==> src/hw/rtl/u16dec_pkg.sv <==
// ----------------------------------------------------------------------------
// u16dec_pkg
// Shared types and constants for the UTF-16 stream decoder.
// ----------------------------------------------------------------------------
package u16dec_pkg;

  localparam int COUNT_BITS_DEFAULT = 16;
  localparam int QUEUE_DEPTH        = 4;

  localparam logic [15:0] SURR_MASK  = 16'hFC00;
  localparam logic [15:0] HIGH_BASE  = 16'hD800;
  localparam logic [15:0] LOW_BASE   = 16'hDC00;
  localparam logic [20:0] SUPP_BASE  = 21'h10000;
  localparam logic [15:0] SHOW_MAX   = 16'hFFFF;

  typedef enum logic [1:0] {
    ST_OK             = 2'd0,
    ST_LONE_LOW       = 2'd1,
    ST_UNPAIRED_HIGH  = 2'd2,
    ST_ENDED_MID_PAIR = 2'd3
  } status_t;

  // One classified code unit as it waits between front and back.
  typedef struct packed {
    logic [15:0] code_unit;
    logic        eos;
    logic        is_high;
    logic        is_low;
  } item_t;

endpackage

==> src/hw/rtl/u16dec_front.sv <==
// ----------------------------------------------------------------------------
// u16dec_front
// Accepts code units and tags them as high surrogate, low surrogate or plain.
// ----------------------------------------------------------------------------
module u16dec_front (
  input  logic                 s_axis_tvalid,
  output logic                 s_axis_tready,
  input  logic [15:0]          s_axis_tdata,   // [15:0] code_unit
  input  logic                 s_axis_tlast,   // end_of_string
  output logic                 push,
  output u16dec_pkg::item_t    push_item,
  input  logic                 queue_full
);

  assign s_axis_tready = !queue_full;
  assign push          = s_axis_tvalid && !queue_full;

  always_comb begin
    push_item.code_unit = s_axis_tdata;
    push_item.eos       = s_axis_tlast;
    push_item.is_high   = (s_axis_tdata & u16dec_pkg::SURR_MASK) == u16dec_pkg::HIGH_BASE;
    push_item.is_low    = (s_axis_tdata & u16dec_pkg::SURR_MASK) == u16dec_pkg::LOW_BASE;
  end

endmodule

==> src/hw/rtl/u16dec_queue.sv <==
// ----------------------------------------------------------------------------
// u16dec_queue
// Small first-in first-out queue of classified items between front and back.
// ----------------------------------------------------------------------------
module u16dec_queue #(
  parameter int DEPTH = u16dec_pkg::QUEUE_DEPTH
) (
  input  logic              clk,
  input  logic              rst,
  input  logic              push,
  input  u16dec_pkg::item_t push_item,
  output logic              full,
  input  logic              pop,
  output u16dec_pkg::item_t pop_item,
  output logic              empty
);

  localparam int IDX_W = (DEPTH > 1) ? $clog2(DEPTH) : 1;
  localparam int CNT_W = $clog2(DEPTH + 1);

  u16dec_pkg::item_t entries [DEPTH];
  logic [IDX_W-1:0] wr_ptr;
  logic [IDX_W-1:0] rd_ptr;
  logic [CNT_W-1:0] fill;

  assign full     = fill == CNT_W'(DEPTH);
  assign empty    = fill == '0;
  assign pop_item = entries[rd_ptr];

  always_ff @(posedge clk) begin
    if (push) begin
      entries[wr_ptr] <= push_item;
    end
  end

  always_ff @(posedge clk) begin
    if (rst) begin
      wr_ptr <= '0;
      rd_ptr <= '0;
      fill   <= '0;
    end else begin
      if (push) begin
        wr_ptr <= (wr_ptr == IDX_W'(DEPTH - 1)) ? '0 : wr_ptr + 1'b1;
      end
      if (pop) begin
        rd_ptr <= (rd_ptr == IDX_W'(DEPTH - 1)) ? '0 : rd_ptr + 1'b1;
      end
      if (push && !pop) begin
        fill <= fill + 1'b1;
      end else if (pop && !push) begin
        fill <= fill - 1'b1;
      end
    end
  end

  a_no_overflow: assert property (@(posedge clk) disable iff (rst) push |-> !full)
    else $error("queue written while full");
  a_no_underflow: assert property (@(posedge clk) disable iff (rst) pop |-> !empty)
    else $error("queue read while empty");
  a_empty_stays: assert property (@(posedge clk) disable iff (rst)
    (empty && !push) |=> empty)
    else $error("queue became non-empty without a write");

endmodule

==> src/hw/rtl/u16dec_back.sv <==
// ----------------------------------------------------------------------------
// u16dec_back
// Pairs surrogates, keeps the per-string codepoint count and holds results.
// ----------------------------------------------------------------------------
module u16dec_back #(
  parameter int COUNT_BITS = u16dec_pkg::COUNT_BITS_DEFAULT
) (
  input  logic              clk,
  input  logic              rst,
  input  logic              queue_empty,
  input  u16dec_pkg::item_t head,
  output logic              pop,
  output logic              m_axis_tvalid,
  input  logic              m_axis_tready,
  output logic [39:0]       m_axis_tdata,   // [20:0] codepoint, [36:21] char_count, rest 0
  output logic [1:0]        m_axis_tuser,   // [1:0] status
  output logic              m_axis_tlast    // last
);

  logic                  pending_valid;
  logic [9:0]            pending_high_bits;
  logic [COUNT_BITS-1:0] count;

  logic                  pending_valid_next;
  logic [9:0]            pending_high_bits_next;
  logic [COUNT_BITS-1:0] count_next;

  logic [20:0]           out_cp;
  u16dec_pkg::status_t   out_status;
  logic                  out_last;
  logic [15:0]           out_count;

  logic                  produce;
  logic                  bump;
  logic [20:0]           res_cp;
  u16dec_pkg::status_t   res_status;
  logic [COUNT_BITS-1:0] count_after;
  logic [31:0]           count_wide;
  logic [15:0]           res_count;

  assign pop = !queue_empty && (!m_axis_tvalid || m_axis_tready);

  always_comb begin
    produce                = 1'b1;
    bump                   = 1'b0;
    res_cp                 = '0;
    res_status             = u16dec_pkg::ST_OK;
    pending_valid_next     = pending_valid;
    pending_high_bits_next = pending_high_bits;

    if (pending_valid) begin
      if (head.is_low) begin
        res_cp = u16dec_pkg::SUPP_BASE + {1'b0, pending_high_bits, head.code_unit[9:0]};
        bump   = 1'b1;
      end else begin
        res_status = u16dec_pkg::ST_UNPAIRED_HIGH;
      end
      pending_valid_next     = 1'b0;
      pending_high_bits_next = '0;
    end else if (head.is_high) begin
      if (head.eos) begin
        res_status = u16dec_pkg::ST_ENDED_MID_PAIR;
      end else begin
        produce                = 1'b0;
        pending_valid_next     = 1'b1;
        pending_high_bits_next = head.code_unit[9:0];
      end
    end else if (head.is_low) begin
      res_status = u16dec_pkg::ST_LONE_LOW;
    end else begin
      res_cp = {5'b0, head.code_unit};
      bump   = 1'b1;
    end

    count_after = (bump && (count != {COUNT_BITS{1'b1}})) ? count + 1'b1 : count;
    count_wide  = 32'(count_after);
    res_count   = (count_wide > 32'(u16dec_pkg::SHOW_MAX)) ? u16dec_pkg::SHOW_MAX
                                                           : count_wide[15:0];
    count_next  = count_after;

    if (head.eos) begin
      count_next             = '0;
      pending_valid_next     = 1'b0;
      pending_high_bits_next = '0;
    end
  end

  always_ff @(posedge clk) begin
    if (rst) begin
      pending_valid     <= 1'b0;
      pending_high_bits <= '0;
      count             <= '0;
      m_axis_tvalid     <= 1'b0;
    end else begin
      if (pop) begin
        pending_valid     <= pending_valid_next;
        pending_high_bits <= pending_high_bits_next;
        count             <= count_next;
        m_axis_tvalid     <= produce;
      end else if (m_axis_tready) begin
        m_axis_tvalid     <= 1'b0;
      end
    end
  end

  always_ff @(posedge clk) begin
    if (pop && produce) begin
      out_cp     <= res_cp;
      out_status <= res_status;
      out_last   <= head.eos;
      out_count  <= res_count;
    end
  end

  assign m_axis_tdata = {3'b0, out_count, out_cp};
  assign m_axis_tuser = out_status;
  assign m_axis_tlast = out_last;

  a_eos_clears: assert property (@(posedge clk) disable iff (rst)
    (pop && head.eos) |=> (!pending_valid && count == '0))
    else $error("string end left state behind");
  a_hold_no_result: assert property (@(posedge clk) disable iff (rst)
    (pop && !pending_valid && head.is_high && !head.eos) |=> (pending_valid && !m_axis_tvalid))
    else $error("held high surrogate produced a result");
  a_mid_pair_last: assert property (@(posedge clk) disable iff (rst)
    (pop && produce && res_status == u16dec_pkg::ST_ENDED_MID_PAIR) |-> head.eos)
    else $error("mid-pair end without string end");
  a_error_zero_cp: assert property (@(posedge clk) disable iff (rst)
    (pop && produce && res_status != u16dec_pkg::ST_OK) |=> (m_axis_tdata[20:0] == '0))
    else $error("error result carries a codepoint");

endmodule

==> src/hw/rtl/utf16_stream_decoder.sv <==
// ----------------------------------------------------------------------------
// utf16_stream_decoder
// Decodes a stream of UTF-16 code units into Unicode codepoints.
//
//   port group   dir   tdata                         tuser        tlast
//   s_axis       in    [15:0] code_unit              -            end_of_string
//   m_axis       out   [20:0] codepoint,             [1:0] status last
//                      [36:21] char_count
//
// One code unit is taken per cycle unless the queue is full; a result passes
// through the queue, then the output register. A high surrogate that opens a
// pair yields no result of its own. Synchronous reset empties the queue,
// drops the output, clears the held surrogate and count. The front stalls only
// when the four-entry queue is full; the back stalls only on m_axis_tready.
// ----------------------------------------------------------------------------
module utf16_stream_decoder #(
  parameter int COUNT_BITS = u16dec_pkg::COUNT_BITS_DEFAULT
) (
  input  logic        clk,
  input  logic        rst,
  input  logic        s_axis_tvalid,
  output logic        s_axis_tready,
  input  logic [15:0] s_axis_tdata,   // [15:0] code_unit
  input  logic        s_axis_tlast,   // end_of_string
  output logic        m_axis_tvalid,
  input  logic        m_axis_tready,
  output logic [39:0] m_axis_tdata,   // [20:0] codepoint, [36:21] char_count, rest 0
  output logic [1:0]  m_axis_tuser,   // [1:0] status
  output logic        m_axis_tlast    // last
);

  logic              push;
  logic              pop;
  logic              queue_full;
  logic              queue_empty;
  u16dec_pkg::item_t push_item;
  u16dec_pkg::item_t head;

  u16dec_front u_front (
    .s_axis_tvalid (s_axis_tvalid),
    .s_axis_tready (s_axis_tready),
    .s_axis_tdata  (s_axis_tdata),
    .s_axis_tlast  (s_axis_tlast),
    .push          (push),
    .push_item     (push_item),
    .queue_full    (queue_full)
  );

  u16dec_queue #(
    .DEPTH (u16dec_pkg::QUEUE_DEPTH)
  ) u_queue (
    .clk       (clk),
    .rst       (rst),
    .push      (push),
    .push_item (push_item),
    .full      (queue_full),
    .pop       (pop),
    .pop_item  (head),
    .empty     (queue_empty)
  );

  u16dec_back #(
    .COUNT_BITS (COUNT_BITS)
  ) u_back (
    .clk           (clk),
    .rst           (rst),
    .queue_empty   (queue_empty),
    .head          (head),
    .pop           (pop),
    .m_axis_tvalid (m_axis_tvalid),
    .m_axis_tready (m_axis_tready),
    .m_axis_tdata  (m_axis_tdata),
    .m_axis_tuser  (m_axis_tuser),
    .m_axis_tlast  (m_axis_tlast)
  );

endmodule

==> config.mk <==
export PLATFORM = sky130hd
export DESIGN_NAME = utf16_stream_decoder
export DESIGN_NICKNAME = d
export VERILOG_FILES = /design/src/hw/rtl/u16dec_pkg.sv /design/src/hw/rtl/u16dec_front.sv /design/src/hw/rtl/u16dec_queue.sv /design/src/hw/rtl/u16dec_back.sv /design/src/hw/rtl/utf16_stream_decoder.sv
export SDC_FILE = /design/constraint.sdc
export NUM_CORES = 1
export LEC_CHECK = 0
export ABC_AREA = 1
export BUFFER_PORTS_ARGS = -buffer_cell sky130_fd_sc_hd__buf_2
export CAP_MARGIN = 5
export CELL_PAD_IN_SITES_DETAIL_PLACEMENT = 1
export CELL_PAD_IN_SITES_GLOBAL_PLACEMENT = 2
export CORE_ASPECT_RATIO = 0.7
export CORE_MARGIN = 2
export CORE_UTILIZATION = 40
export CTS_BUF_LIST = sky130_fd_sc_hd__clkbuf_8
export CTS_CLUSTER_SIZE = 12
export DETAILED_ROUTE_END_ITERATION = 16
export GPL_ROUTABILITY_DRIVEN = 0
export PLACE_DENSITY_LB_ADDON = 0.25
export SYNTH_ARGS = -nofsm -noshare
export SYNTH_HDL_FRONTEND = slang
export SYNTH_HIERARCHICAL = 1
export SYNTH_SLANG_ARGS = --single-unit
==> constraint.sdc <==
create_clock -name clk -period 4.85 [get_ports clk]
set_input_delay 0.97 -clock clk [delete_from_list [all_inputs] [get_ports clk]]
set_output_delay 0.97 -clock clk [all_outputs]
set_load 0.01 [all_outputs]
==> results of run 1 <==
cell usage after synthesis, drive strengths merged:
library cell	n
a211oi	3
a21oi	32
a22o	4
a31oi	1
and2	10
buf	34
clkbuf	6
conb	1
dfxtp	37
edfxtp	116
fa	1
ha	8
inv	79
nand2	107
nand3	36
nand3b	2
nand4	3
nor2	87
nor3	4
nor4	1
o21a	1
o21ai	51
o22ai	19
xnor2	1
xor2	3
through the flow:
| stage | total power, µW | util [%] | cells |
|---|---|---|---|
| after floorplan | 3120 | - | 649 |
| after detailed placement | 3740 | 43.5 | 902 |
| after global placement | 3660 | 43.5 | 902 |
| after global routing | 5000 | 46.0 | 934 |
| after CTS | 4770 | 46.0 | 934 |
| final | 4700 | 46.0 | 934 |
power by group through the flow:
stage	logic (µW)	registers, µW	clock network [µW]
after floorplan	1050	2080	0
after global routing	1910	2010	1090
after detailed placement	1730	2010	0
final	1720	1970	1010
after global placement	1660	2000	0
after CTS	1740	1980	1040
worst max-delay path, cell delays in order (launching register included):
cell and delay [ns]:
dfxtp_1 0.31, buf_4 0.20, inv_2 0.29, o21ai_0 0.18
o22ai_1 0.60, inv_1 0.17, a31oi_4 0.60, buf_12 0.27
cell families (layout without fill, tap and decap cells):
| kind of cell | after synthesis | after routing | synth area share [%] |
|---|---|---|---|
| adders and majority gates | 9 | 9 | 1.77 |
| other | 1 | 3 | 0.0553 |
| and+or+nand+nor | 250 | 250 | 17.3 |
| buffers and inverters | 119 | 179 | 8.73 |
| AOI/OAI and AO/OA | 111 | 111 | 9.27 |
| xor gates and xnor gates | 4 | 4 | 0.517 |
| DFF | 153 | 153 | 62.3 |
path summary, 6_finish.rpt:
check / end / depth (start not counted)
setup / recovery: u_back/out_cp[1] / 7
hold reg to reg: u_back/pending_high_bits[4] / 2
hold / removal: u_back/pending_high_bits[4] / 2
setup reg to reg: u_back/out_cp[1] / 7
per-layer routing:
layer / GRT usage, % / up-vias
met5: 0 / -
met4: 6.12 / 0
met3: 4.33 / 12
met2: 29.8 / 82
met1: 26.2 / 2302
li1: - / 2247
layout make-up:
class | count | area (µm²)
sequential | 153 | 4220
fill | 1880 | 8880
multi-input combinational | 377 | 1980
clock buffer | 17 | 234
clock inverter | 15 | 175
inverter | 79 | 297
timing repair buffer | 68 | 368
tap | 225 | 282
flip-flops by register name, summed over array words and instances (netlist names), 2 cells and up, named ones only:
signal	count
u_queue/entries	76
u_back/out_cp	21
u_back/count	16
u_back/out_count	16
u_back/pending_high_bits	10
u_queue/fill	3
u_back/m_axis_tuser	2
u_queue/rd_ptr	2
u_queue/wr_ptr	2
==> metrics.md, run 1 <==
| Metric | Value |
|---|---|
| RSZ-0062 raised after global routing | `no` |
| DRC viols | `0` |
| Cts repair resizes | `0` |
| Initial core utilization | `41.2%` |
| Minimum clock period | `2.96 ns` |
| Worst Path Required | `5.02 ns` |
| Crit Path Category | `reg -> reg` |
| Leading cell types in the layout, fill and taps excluded | `edfxtp_1 (116), nand2_1 (96), nor2_1 (76), inv_1 (75), buf_2 (62)` |
| Vias | `4643` |
| Port Buffers | `62` |
| Drt wl/cell | `17.4 µm` |
| Drt pass-1 iters | `4` |
| Design area | `7560 µm²` |
| Max-cap violation count | `0` |
| Commonest non-fill, non-tap cell in the layout | `edfxtp_1` |
| Final Hold Fails | `0` |
| Setup ws final | `1.89 ns` |
| Clock share of power | `21.5%` |
| Setup TNS | `0 ns` |
| Vias in the first global route | `4945` |
| Yosys cell types | `41` |
| Ys Warns | `6` |
| Worst reg-to-reg setup slack | `1.89 ns` |
| Fin. max-slew vios | `0` |
| Synth Register Bits | `153` |
| Sw Share | `39.4%` |
| Share of layout cells above drive strength 1 | `19.6%` |
| Pint | `2850 µW` |
| Antenna-violating nets left | `0` |
| DIE AREA | `18000 µm²` |
| Met3 Wirelength | `725 µm` |
| Yosys top cell by area | `edfxtp_1` |
| CTS max path bufs | `2` |
| Clock Tree Root | `clkbuf_8` |
| # diodes | `0` |
| Final hold slack | `0.459 ns` |
| Clock latency on the worst-skew pair | `0.46 ns` |
| Seq/Total Area, Yosys | `62.3%` |
| Post-CTS Hold Fix Bufs | `0` |
| Net switching power | `1860 µW` |
| Setup bufs post-CTS | `0` |
| Nets | `726` |
| Critical Path AT | `3.12 ns` |
| Drt via density | `4.97` |
| Max IR drop VDD | `0.209 mV` |
| Final WL | `16300 µm` |
| Synth top area cells | `edfxtp_1 (51%), dfxtp_1 (11%), nand2_1 (5.3%)` |
| Hold_sp | `u_back/pending_high_bits[4]` |
| Standard-cell rows | `39` |
| CTS H-tree lvls | `4` |
| FMAX | `0.338 GHz` |
| Synth top area share | `51.4%` |
| Worst Tran Pin Value | `0.951 ns` |
| Largest net degree at the start of global routing | `33` |
| Die extent in x | `160 µm` |
| Met2 wire len | `7580 µm` |
| Average cell area after synthesis | `10.5 µm²` |
| Setup violators final | `0` |
| DIE HEIGHT | `113 µm` |
| Combinational Power Share | `36.5%` |
| First-pass GRT wire length | `26200 µm` |
| Starting DRT DRC Count | `230` |
| Boundary Pins | `66` |
| Outcome | `finished, final reports clean` |
| Dpl cell area | `7150 µm²` |
| Gate Count Post-Synth | `647` |
| Num CTS Buffers | `17` |
| Reg power frac | `42.0%` |
| Area delta synth->final | `11.6%` |
| Crit Path Max Fanout | `27` |
| Pwr dens | `622 nW/µm²` |
| Remaining global-route overflow | `0` |
| Worst-path clk slew | `0.08 ns` |
| Synth Cell Area | `6780 µm²` |
| HP Class | `reg -> reg` |
| Worst Setup Start Kind | `register` |
| Clock sinks | `153` |
| Initial antenna violation count | `0` |
| Final Skew | `0.0109 ns` |
| Total GRT Usage | `18.9%` |
| Dpl hpwl | `11400 µm` |
| Crit end category | `register` |
| Slew Limit Headroom | `36.5%` |
| Final period utilization | `61.0%` |
| Core area | `16400 µm²` |
| Top Layer Used | `met4` |
| Pre-CTS setup slack | `1.90 ns` |
| Met1 Wirelength | `7860 µm` |
| Pleak | `0.00296 µW` |
| CTS tree | `built` |
No activity file was read; power rests on OpenSTA's default activity.
==> run 2: changes to the inputs <==
--- a/config.mk
+++ b/config.mk
@@ -5,14 +5,14 @@
 export SDC_FILE = /design/constraint.sdc
 export NUM_CORES = 1
 export LEC_CHECK = 0
-export ABC_AREA = 1
+export ABC_AREA = 0
 export BUFFER_PORTS_ARGS = -buffer_cell sky130_fd_sc_hd__buf_2
 export CAP_MARGIN = 5
 export CELL_PAD_IN_SITES_DETAIL_PLACEMENT = 1
 export CELL_PAD_IN_SITES_GLOBAL_PLACEMENT = 2
 export CORE_ASPECT_RATIO = 0.7
 export CORE_MARGIN = 2
-export CORE_UTILIZATION = 40
+export CORE_UTILIZATION = 43
 export CTS_BUF_LIST = sky130_fd_sc_hd__clkbuf_8
 export CTS_CLUSTER_SIZE = 12
 export DETAILED_ROUTE_END_ITERATION = 16
==> constraint.sdc (replaced) <==
create_clock -name clk -period 2.92 [get_ports clk]
set_input_delay 0.584 -clock clk [delete_from_list [all_inputs] [get_ports clk]]
set_output_delay 0.584 -clock clk [all_outputs]
set_load 0.01 [all_outputs]
==> run 2 against run 1 <==
  * Clock-buffer cell count did not move
  * Utilization rose by 3.3 points
  * First-iteration DRC count rose by 36%
  * Via count fell by 9.8%
  * Sequential cell count did not move
  * Combinational power rose by 50%
  * Synthesized cell count fell by 24%
  * Sequential share of layout area fell by 0.26 points
  * Synthesized area fell by 0.94%
  * Critical path type unchanged
==> metrics.md, run 2 <==
| Metric | Value |
|---|---|
| Fin. max-slew vios | `0 (unchanged)` |
| Drt wl/cell | `19.6 µm (was 17.4 µm)` |
| Max IR drop VDD | `0.411 mV (was 0.209 mV)` |
| Remaining global-route overflow | `0 (unchanged)` |
| CTS max path bufs | `2 (unchanged)` |
| Finished Layout Cells | `769 (was 934)` |
| Placed insts | `736 (was 902)` |
| Area delta synth->final | `13.2% (was 11.6%)` |
| Clock Tree Root | `clkbuf_8 (unchanged)` |
| HP Class | `in -> reg (was reg -> reg)` |
| Filler cell count in the final layout | `1606 (was 1880)` |
| Drt pass-1 iters | `4 (unchanged)` |
| Hold_sp | `s_axis_tdata[0] (was u_back/pending_high_bits[4])` |
| Die extent in x | `153 µm (was 160 µm)` |
| Initial antenna violation count | `0 (unchanged)` |
| Share of layout cells above drive strength 1 | `25.5% (was 19.6%)` |
| Total GRT Usage | `18.9% (about the same)` |
| Multi-input logic area | `2190 µm² (was 1980 µm²)` |
| FF/Latch Area | `4220 µm² (unchanged)` |
| # diodes | `0 (unchanged)` |
| Vias | `4187 (was 4643)` |
| Clock latency on the worst-skew pair | `0.46 ns (about the same)` |
| Slew Limit Headroom | `35.4% (was 36.5%)` |
| Synth top area share | `51.9% (was 51.4%)` |
| Design area | `7600 µm² (was 7560 µm²)` |
| Dpl cell area | `7200 µm² (was 7150 µm²)` |
| Final Skew | `0.00908 ns (was 0.0109 ns)` |
| Post-synth EDFFs | `116 (unchanged)` |
| Synth top area cells | `edfxtp_1 (52%), dfxtp_1 (11%), mux4_1 (3.5%) (was edfxtp_1 (51%), dfxtp_1 (11%), nand2_1 (5.3%))` |
| Pleak | `0.00269 µW (was 0.00296 µW)` |
| Final Hold Fails | `0 (unchanged)` |
| Reg with most FFs | `u_queue/entries (unchanged)` |
| Leading cell types in the layout, fill and taps excluded | `edfxtp_1 (116), buf_2 (62), nand2_1 (39), dfxtp_1 (37), nor2_1 (27) (was edfxtp_1 (116), nand2_1 (96), nor2_1 (76), inv_1 (75), buf_2 (62))` |
| CTS tree | `built (unchanged)` |
| Yosys top cell by area | `edfxtp_1 (unchanged)` |
| Starting DRT DRC Count | `312 (was 230)` |
| Core area | `15400 µm² (was 16400 µm²)` |
| Number of flip-flops in the largest register | `76 (unchanged)` |
| RSZ-0062 raised after global routing | `no (unchanged)` |
| Standard-cell rows | `38 (was 39)` |
| Pwr dens | `962 nW/µm² (was 622 nW/µm²)` |
| DIE HEIGHT | `109 µm (was 113 µm)` |
| Final WL | `15100 µm (was 16300 µm)` |
| Synth Register Bits | `153 (unchanged)` |
| Dpl hpwl | `10500 µm (was 11400 µm)` |
| Largest net degree at the start of global routing | `28 (was 33)` |
| Most frequent cells after synthesis | `edfxtp_1 (116), nand2_1 (39), dfxtp_1 (37) (was edfxtp_1 (116), nand2_1 (96), nor2_1 (76))` |
| Top Layer Used | `met4 (unchanged)` |
| Seq/Total Area, Yosys | `62.9% (was 62.3%)` |
| Worst Setup Start Kind | `register (unchanged)` |
| Met3 Wirelength | `835 µm (was 725 µm)` |
| Fraction of registers with async set/reset | `0% (unchanged)` |
| Initial core utilization | `43.6% (was 41.2%)` |
| Num CTS Buffers | `17 (unchanged)` |
| Commonest non-fill, non-tap cell in the layout | `edfxtp_1 (unchanged)` |
| Met2 wire len | `6800 µm (was 7580 µm)` |
| FMAX | `0.371 GHz (was 0.338 GHz)` |
| Crit end category | `register (unchanged)` |
| Nets | `586 (was 726)` |
| Setup bufs post-CTS | `0 (unchanged)` |
| Final period utilization | `92.2% (was 61.0%)` |
| Outcome | `finished, final reports clean (unchanged)` |
| DIE AREA | `16600 µm² (was 18000 µm²)` |
| Worst Path Required | `3.31 ns (was 5.02 ns)` |
| Setup TNS | `0 ns (unchanged)` |
| Largest regs | `u_queue/entries: 76 flops, u_back/out_cp: 21 flops (unchanged)` |
| Crit Path Max Fanout | `9 (was 27)` |
| Worst Tran Pin Value | `0.967 ns (was 0.951 ns)` |
| Most frequent cell after synthesis | `edfxtp_1 (unchanged)` |
| Setup violators final | `0 (unchanged)` |
| Port Buffers | `62 (unchanged)` |
| Ys Warns | `6 (unchanged)` |
| Critical Path AT | `3.09 ns (was 3.12 ns)` |
| Minimum clock period | `2.69 ns (was 2.96 ns)` |
| WHS Path Cells | `1 (was 2)` |
| DRC viols | `0 (unchanged)` |
| Clock sinks | `153 (unchanged)` |
| Max-cap violation count | `0 (unchanged)` |
| Drt via density | `5.44 (was 4.97)` |
| Total Power | `7310 µW (was 4700 µW)` |
| Synth Cell Area | `6710 µm² (was 6780 µm²)` |
| Crit Path Category | `reg -> reg (unchanged)` |
| Top_reg_cell synth | `edfxtp_1 (unchanged)` |
| Worst reg-to-reg path cell count | `5 (was 7)` |
| Boundary Pins | `66 (unchanged)` |
| Post-CTS Hold Fix Bufs | `0 (unchanged)` |
| Antenna-violating nets left | `0 (unchanged)` |
| CTS H-tree lvls | `4 (unchanged)` |
| Met1 Wirelength | `7220 µm (was 7860 µm)` |
| Vias in the first global route | `4272 (was 4945)` |
| Gate Count Post-Synth | `492 (was 647)` |
| Yosys cell types | `62 (was 41)` |
| First-pass GRT wire length | `23600 µm (was 26200 µm)` |
| Worst-path clk slew | `0.09 ns (was 0.08 ns)` |
| Average cell area after synthesis | `13.6 µm² (was 10.5 µm²)` |
-- run 2: final cells by class --
type / instances / share of cell area [%]
Tap cell: 200 / 3.29
Inverter: 13 / 0.642
Sequential cell: 153 / 55.6
Clock inverter: 15 / 1.89
Timing Repair Buffer: 88 / 6.65
Multi-Input combinational cell: 283 / 28.8
Clock buffer: 17 / 3.08
-- run 2: cells by family after synthesis --
kind of cell,Yosys count,synth area share (%)
simple gates,165,13.5
flops,153,62.9
compound gates,62,6.56
buf+inv,59,4.99
mux,25,7.79
xor+xnor,18,2.35
fa+ha+maj,9,1.79
other cells,1,0.0559
-- run 2: critical path: stages, from the launching register on --
cell,delay [ns]
dfxtp_1,0.41
mux4_1,0.77
or3_4,0.46
a21o_1,0.28
or4_1,0.54
a31oi_1,0.17
-- run 2: path summary, 6_finish.rpt --
path	to	slack, ns
max	u_back/count[15]	0.23
min	u_queue/entries[0][3]	0.34
max reg2reg	u_back/count[15]	0.23
min reg2reg	u_back/pending_high_bits[0]	0.47
-- run 2: through the flow --
step / util [%] / setup slack [ns] / hold WS (ns)
floorplan: - / 0.136 / 0.432
global placement: 46.8 / 0.173 / 0.445
detailed placement: 46.8 / 0.101 / 0.453
CTS: 49.2 / 0.0837 / 0.303
global route: 49.3 / 0.0222 / 0.310
finish: 49.3 / 0.226 / 0.335
-- run 2: what timing repair did --
item	4_1_cts	5_1_grt
setup endpoints to repair	0	24
gates resized for setup	0	1
hold endpoints to repair	0	0
-- run 2: routing by layer --
metal | track usage [%] | vias to the layer above
met5 | 0 | -
met4 | 7.54 | 0
met3 | 4.53 | 16
met2 | 28.5 | 100
met1 | 26.5 | 2093
li1 | - | 1978
-- run 2: where the power goes --
group,switching [µW],internal [µW]
Sequential,189,2990
Combinational,1620,968
Clock,857,691
Total,2660,4650
==> run 3: changes to the inputs <==
--- a/config.mk
+++ b/config.mk
@@ -18,6 +18,7 @@
 export DETAILED_ROUTE_END_ITERATION = 16
 export GPL_ROUTABILITY_DRIVEN = 0
 export PLACE_DENSITY_LB_ADDON = 0.25
+export SETUP_SLACK_MARGIN = 0.3
 export SYNTH_ARGS = -nofsm -noshare
 export SYNTH_HDL_FRONTEND = slang
 export SYNTH_HIERARCHICAL = 1
==> run 3 against run 2 <==
  * Register-to-register slack improved by 0.21 ns
  * Worst hold slack gained 0.017 ns
  * Cell count down 0.65%
  * Sequential power rose by 1%
  * Non-clock buffer count fell by 4
  * Critical path depth rose by 6
  * Largest cell class unchanged
  * Highest routed layer unchanged
==> metrics.md, run 3 (synthesis gave the netlist of run 2 again) <==
| Metric | Value |
|---|---|
| Reg with most FFs | `u_queue/entries (unchanged)` |
| FMAX | `0.403 GHz (was 0.371 GHz)` |
| FF/Latch Area | `4230 µm² (was 4220 µm²)` |
| Die extent in x | `153 µm (unchanged)` |
| Starting DRT DRC Count | `285 (was 312)` |
| Placed insts | `731 (was 736)` |
| Final period utilization | `85.1% (was 92.2%)` |
| DIE HEIGHT | `109 µm (unchanged)` |
| Drt via density | `5.49 (was 5.44)` |
| Worst reg-to-reg path cell count | `11 (was 5)` |
| Pwr dens | `954 nW/µm² (was 962 nW/µm²)` |
| Setup violators final | `0 (unchanged)` |
| WHS Endpoint | `u_queue/entries[3][3] (was u_queue/entries[0][3])` |
| Final Skew | `0.0117 ns (was 0.00908 ns)` |
| Finished Layout Cells | `764 (was 769)` |
| Num CTS Buffers | `17 (unchanged)` |
| Max-cap violation count | `0 (unchanged)` |
| Worst-path clk slew | `0.09 ns (about the same)` |
| CTS H-tree lvls | `4 (unchanged)` |
| Worst Setup Start Kind | `register (unchanged)` |
| Boundary Pins | `66 (unchanged)` |
| Vias | `4196 (was 4187)` |
| Hold_sp | `s_axis_tdata[0] (unchanged)` |
| Critical R2R Launch | `u_queue/fill[0]` |
| GR Util met2 | `27.0% (was 28.5%)` |
| DRC viols | `0 (unchanged)` |
| Crit Path Category | `reg -> reg (unchanged)` |
| Leading cell types in the layout, fill and taps excluded | `edfxtp_1 (116), buf_2 (62), nand2_1 (39), dfxtp_1 (36), nor2_1 (26) (was edfxtp_1 (116), buf_2 (62), nand2_1 (39), dfxtp_1 (37), nor2_1 (27))` |
| HP Class | `in -> reg (unchanged)` |
| Initial antenna violation count | `1 (was 0)` |
| Fin util | `49.2% (was 49.3%)` |
| Largest net degree at the start of global routing | `43 (was 28)` |
| Worst Tran Pin Value | `0.778 ns (was 0.967 ns)` |
| Standard-cell rows | `38 (unchanged)` |
| Share of layout cells above drive strength 1 | `25.5% (about the same)` |
| Drt pass-1 iters | `6 (was 4)` |
| Global routing's busiest layer | `met1 (was met2)` |
| Crit Path Max Fanout | `7 (was 9)` |
| Vias in the first global route | `4193 (was 4272)` |
| Critical Path AT | `2.86 ns (was 3.09 ns)` |
| Worst reg-to-reg setup slack | `0.44 ns (was 0.23 ns)` |
| Clock latency on the worst-skew pair | `0.45 ns (was 0.46 ns)` |
| Design area | `7580 µm² (was 7600 µm²)` |
| FF-to-FF End | `u_queue/fill[2] (was u_back/count[15])` |
| RSZ-0062 raised after global routing | `yes (was no)` |
| GR Util met1 | `27.4% (was 26.5%)` |
| Pleak | `0.00266 µW (was 0.00269 µW)` |
| Crit end category | `register (unchanged)` |
| Initial core utilization | `43.6% (unchanged)` |
| Number of flip-flops in the largest register | `76 (unchanged)` |
| Clock Tree Root | `clkbuf_8 (unchanged)` |
| # diodes | `0 (unchanged)` |
| WHS Path Cells | `1 (unchanged)` |
| Dpl cell area | `7180 µm² (was 7200 µm²)` |
| CTS tree | `built (unchanged)` |
| Met3 usage | `4.01% (was 4.53%)` |
| Setup TNS | `0 ns (unchanged)` |
| Filler cell count in the final layout | `1564 (was 1606)` |
| Final Hold Fails | `0 (unchanged)` |
| Worst Path Required | `3.29 ns (was 3.31 ns)` |
| Max IR drop VDD | `0.488 mV (was 0.411 mV)` |
| Commonest non-fill, non-tap cell in the layout | `edfxtp_1 (unchanged)` |
| Drt wl/cell | `19.2 µm (was 19.6 µm)` |
| Fin. max-slew vios | `0 (unchanged)` |
| CTS max path bufs | `2 (unchanged)` |
| Multi-input logic area | `2190 µm² (about the same)` |
| Area delta synth->final | `12.9% (was 13.2%)` |
| Antenna-violating nets left | `0 (unchanged)` |
| Total GRT Usage | `18.4% (was 18.9%)` |
| Port Buffers | `62 (unchanged)` |
| Remaining global-route overflow | `0 (unchanged)` |
| Slew Limit Headroom | `48.0% (was 35.4%)` |
| Nets | `581 (was 586)` |
| Minimum clock period | `2.48 ns (was 2.69 ns)` |
| Largest regs | `u_queue/entries: 76 flops, u_back/out_cp: 21 flops (unchanged)` |
| DIE AREA | `16600 µm² (unchanged)` |
| Final WL | `14700 µm (was 15100 µm)` |
| Outcome | `finished, final reports clean (unchanged)` |
| First-pass GRT wire length | `23100 µm (was 23600 µm)` |
| Dpl hpwl | `10300 µm (was 10500 µm)` |
| Core area | `15400 µm² (unchanged)` |
| Clock sinks | `153 (unchanged)` |
run 3: cell types whose count changed in the layout (fill, tap and decap cells not counted), sizes merged:
cell      delta
clkinvlp     +3
a211oi       -1
clkinv       -3
buf          -4
run 3: cell type report:
class	count	area share, %
Inverter	13	0.644
Multi-Input combinational cell	282	28.9
Clock buffer	17	3.09
Timing Repair Buffer	84	6.44
Clock inverter	15	1.86
Tap cell	200	3.30
Sequential cell	153	55.7
run 3: through the flow:
step / total power (µW) / setup slack, ns / hold WS (ns)
after CTS: 7300 / 0.341 / 0.322
after global placement: 5690 / 0.262 / 0.442
after floorplan: 4830 / 0.236 / 0.432
after global routing: 7670 / 0.224 / 0.327
final: 7230 / 0.436 / 0.352
after detailed placement: 5760 / 0.118 / 0.452
run 3: power breakdown:
group          switching, µW  leakage (µW)  internal (µW)  total (µW)
sequential               231       0.00139           2990        3220
clock                    845      0.000179            687        1530
combinational           1530       0.00109            949        2480
total                   2610       0.00266           4630        7230
run 3: timing repair:
item / CTS / global route
setup endpoints to repair: 1 / 10
setup buffers: 0 / 1
gates resized for setup: 1 / 4
hold buffers: 0 / 0
cloned: 0 / 0
run 3: metal layers:
layer,up-vias,part of all wire [%],wire length (µm)
li1,1976,-,-
met1,2113,50,7370
met2,96,44,6530
met3,11,4.4,652
met4,0,1.0,147
met5,-,0,0
run 3: worst max path at each step:
stage	start	slack, ns	to
floorplan	register	0.24	u_back/m_axis_tlast
global placement	u_queue/fill[1]	0.26	u_queue/fill[2]
detailed placement	u_queue/fill[1]	0.12	u_queue/fill[2]
CTS	register	0.34	u_back/count[15]
global route	u_queue/fill[0]	0.22	u_queue/fill[2]
finish	u_queue/fill[0]	0.44	u_queue/fill[2]
run 3: worst max-delay path, stage by stage (launching register included):
cell and delay [ns]:
dfxtp_1 0.39, nor3_4 0.30, inv_1 0.15, nand2_1 0.10
inv_1 0.12, inv_1 0.11, ha_1 0.19, inv_1 0.06
fa_1 0.37, xor2_1 0.16, or3_1 0.31, a21oi_1 0.15
